**src/cws_ram.sv**
```systemverilog
// Single port RAM, registered read (read before write on the same address)
module cws_ram #(
    parameter int WIDTH = 8,
    parameter int DEPTH = 16
) (
    input  logic                     clk,
    input  logic                     we,
    input  logic [$clog2(DEPTH)-1:0] addr,
    input  logic [WIDTH-1:0]         wdata,
    output logic [WIDTH-1:0]         rdata
);

    logic [WIDTH-1:0] mem [DEPTH];
    logic [WIDTH-1:0] rdata_reg;

    always_ff @(posedge clk)
    begin
        if (we)
        begin
            mem[addr] <= wdata;
        end
        rdata_reg <= mem[addr];
    end

    assign rdata = rdata_reg;

endmodule

```
**config.mk**
```make
export PLATFORM = sky130hd
export DESIGN_NAME = cws_ram
export DESIGN_NICKNAME = d
export VERILOG_FILES = /design/src/cws_ram.sv
export SDC_FILE = /design/constraint.sdc
export NUM_CORES = 1
export LEC_CHECK = 0
export ABC_CLOCK_PERIOD_IN_PS = 3380
export BUFFER_PORTS_ARGS = -buffer_cell sky130_fd_sc_hd__buf_4
export CORE_MARGIN = 4
export CORE_UTILIZATION = 43
export DETAILED_ROUTE_END_ITERATION = 10
export MAX_ROUTING_LAYER = met4
export PLACE_DENSITY = 0.67
export SLEW_MARGIN = 10
export SYNTH_ARGS = -nofsm -noshare
export SYNTH_HDL_FRONTEND = slang
export SYNTH_SLANG_ARGS = --single-unit
```
**constraint.sdc**
```tcl
create_clock -name clk -period 3.38 [get_ports clk]
set_input_delay 0.676 -clock clk [delete_from_list [all_inputs] [get_ports clk]]
set_output_delay 0.676 -clock clk [all_outputs]
set_load 0.005 [all_outputs]
```
==> qor.yml <==
status: "complete, no violations"
synth_top_area_share_pct: 75.9
p_switching_mw: 0.737
pre_cts_ws_ns: 0.792
wl_met3_um: 443
htree_levels: 4
synth_top_family_by_area: "multiplexers"
yosys_warnings: 0
dp_hpwl_mm: 6.00
critical_path_arrival_ns: 2.15
die_h_um: 117
postSynth.asyncResetShare_pct: 0
hp-class: "primary input to flop"
m1WireLength_mm: 3.94
fin_crit_sh_pct: 63.0
routabilityCongestion: 0.769
r2r_setup_slack_ns: 2.00
finalCriticalPeriod_ns: 2.13
seq_power_share_pct: 51.3
clock-root-buffer: "clkbuf_16"
ys_top_cells_by_area: "edfxtp_1 76%, mux4_2 14%, dfxtp_1 3.2%"
cellLeakagePower_nw: 1.91
synth_most_common_cell: "edfxtp_1"
grt.overflow.total: 0
initial_core_util_pct: 44.2
cts_setup_buffers: 0
setup_slack_ns: 1.25
ios: 22
cts.sinks: 136
largest_register_ffs: 128
grt_max_degree: 40
drive_gt1_share_pct: 30.3
ant_nets: 0
p_total_mw: 3.70
r2r_start: "mem[7][5]"
fmax_ghz: 0.469
post_synth_num_cell_types: 18
cts-resized-gates: 0
synth_fa_ha_area_share_pct: 0
vias: 2277
grt_pass1_wl_mm: 14.4
portBuffers: 21
critPathLaunch: "addr[0]"
path_class: "primary input to flop"
track_usage_pct: 15.7
drc: 0
synth_compound_area_share_pct: 2.37
syn_area_um2: 5070
power_density_nw_per_um2: 627
ys.flop_type: "edfxtp_1"
critical_path.endpoint: "mem[11][7]"
clk_pin_slew_ns: 0.05
rr_worst_depth: 3
tightest_slew_ns: 0.784
setup_viol: 0
cap_violations: 0
areaGrowthSynthToFinish_pct: 16.5
synth-edff-count: 128
irDropWorstVdd_mv: 0.423
synth_xor_area_share_pct: 0
drt_iter0_markers: 280
core-area_um2: 11500
critPathLaunchType: "primary input"
slew_violations: 0
required_ns: 3.40
switching_share_pct: 19.9
synth_fp_nets: 244
synth_area_per_cell_um2: 22.0
cts_buffers: 17
drt-pass1-iter-count: 4
r2r-end: "rdata[5]"
worst_setup_path_end_kind: "flop"
synth_cells: 230
synth.area.mux_share_pct: 14.2
hold_ws_ns: 0.617
yosys.area_share.simple_pct: 3.21
clock_skew_ns: 0.0121
nNetsFinal: 278
rsz0062_at_grt: "false"
setup_tns_ns: 0
maxSlewHeadroom_pct: 47.5
cts_buffer_depth: 2
hold_violations: 0
grt_pass1_vias: 2400
ctsHoldBuffers: 0
dr_wl_met2_mm: 5.21
power_frac_comb_pct: 4.8
dieArea_um2: 13600
cp_max_fo: 39
rows: 39
dp.cells: 388
antenna_found_initial: 0
wire_per_inst_um: 23.0
synthTopCellsByCount: "128 x edfxtp_1, 32 x mux4_2, 16 x a22oi_1, 13 x nor2_1, 9 x nand2_1"
clkPwrFrac_pct: 43.9
ys_ff_latch: 136
internal_power_mw: 2.96
avgViaCountPerCell: 5.42
insertion_delay_ns: 0.40
diodes: 0
chipWidth_um: 117
cts_tree: "built"
top_layer_used: "met4"
wl_mm: 9.65
synth_seq_area_share_pct: 79.0
yosysTopAreaCell: "edfxtp_1"
fill_cells: 883
layoutNonFillerInstCount: 420
-- per-layer routing --
| metal | vias up | GRT usage, % |
|---|---|---|
| li1 | 1031 | - |
| met1 | 1174 | 19.8 |
| met2 | 68 | 25.9 |
| met3 | 4 | 3.89 |
| met4 | 0 | 3.67 |
| met5 | - | - |
-- kinds of logic after synthesis --
group                  after synthesis
AND/OR/NAND/NOR                     35
AO/OA/AOI/OAI                       16
buffers and inverters               11
flip-flops                         136
multiplexers                        32
-- stage by stage --
step                util (%)  cell area (um2)
floorplan                  -             5070
global placement        46.9             5380
detailed placement      46.9             5380
CTS                     51.5             5910
global route            51.5             5910
finish                  51.5             5910
-- worst max-delay path, cell delays in order --
cell,delay (ns)
buf_4,0.54
nand2_1,0.26
nor2_1,0.66
-- power groups by stage --
stage	registers (mW)	clock network, mW	logic [mW]
2_1_floorplan	1.93	0	0.0971
3_3_place_gp	1.93	0	0.179
3_5_place_dp	1.93	0	0.183
4_1_cts	1.90	1.65	0.183
5_1_grt	1.90	1.73	0.194
6_report	1.90	1.62	0.179
-- how the worst min path moves through the flow --
stage / slack (ns) / cells after the start / endpoint / from
3_3_place_gp: 0.66 / 3 / rdata[3] / mem[15][3]
6_report: 0.62 / 1 / mem[14][2] / wdata[2]
3_5_place_dp: 0.68 / 3 / rdata[3] / mem[15][3]
4_1_cts: 0.61 / 1 / mem[10][3] / wdata[3]
5_1_grt: 0.61 / 1 / mem[11][3] / wdata[3]
2_1_floorplan: 0.63 / 3 / rdata[0] / mem[14][0]
-- placed cells by master, fill, tap and decap left out, drive strengths merged, types with 2 or more instances in the layout --
cell / n
nor2b: 2
clkinv: 6
nor3: 4
nand2b: 2
mux4: 32
nor2: 13
nand3b: 2
dfxtp: 8
a22oi: 16
clkinvlp: 3
buf: 26
edfxtp: 128
clkbuf: 22
nand2: 9
-- area by class of cell --
type	count	area [um2]	area share [%]
timing repair buffer	26	195	3.31
tap	143	179	3.03
multi-input combinational	83	1000	17.0
clock buffer	22	444	7.52
clock inverter	10	80.1	1.36
sequential	136	4000	67.8
No activity file was read; power rests on OpenSTA's default activity.
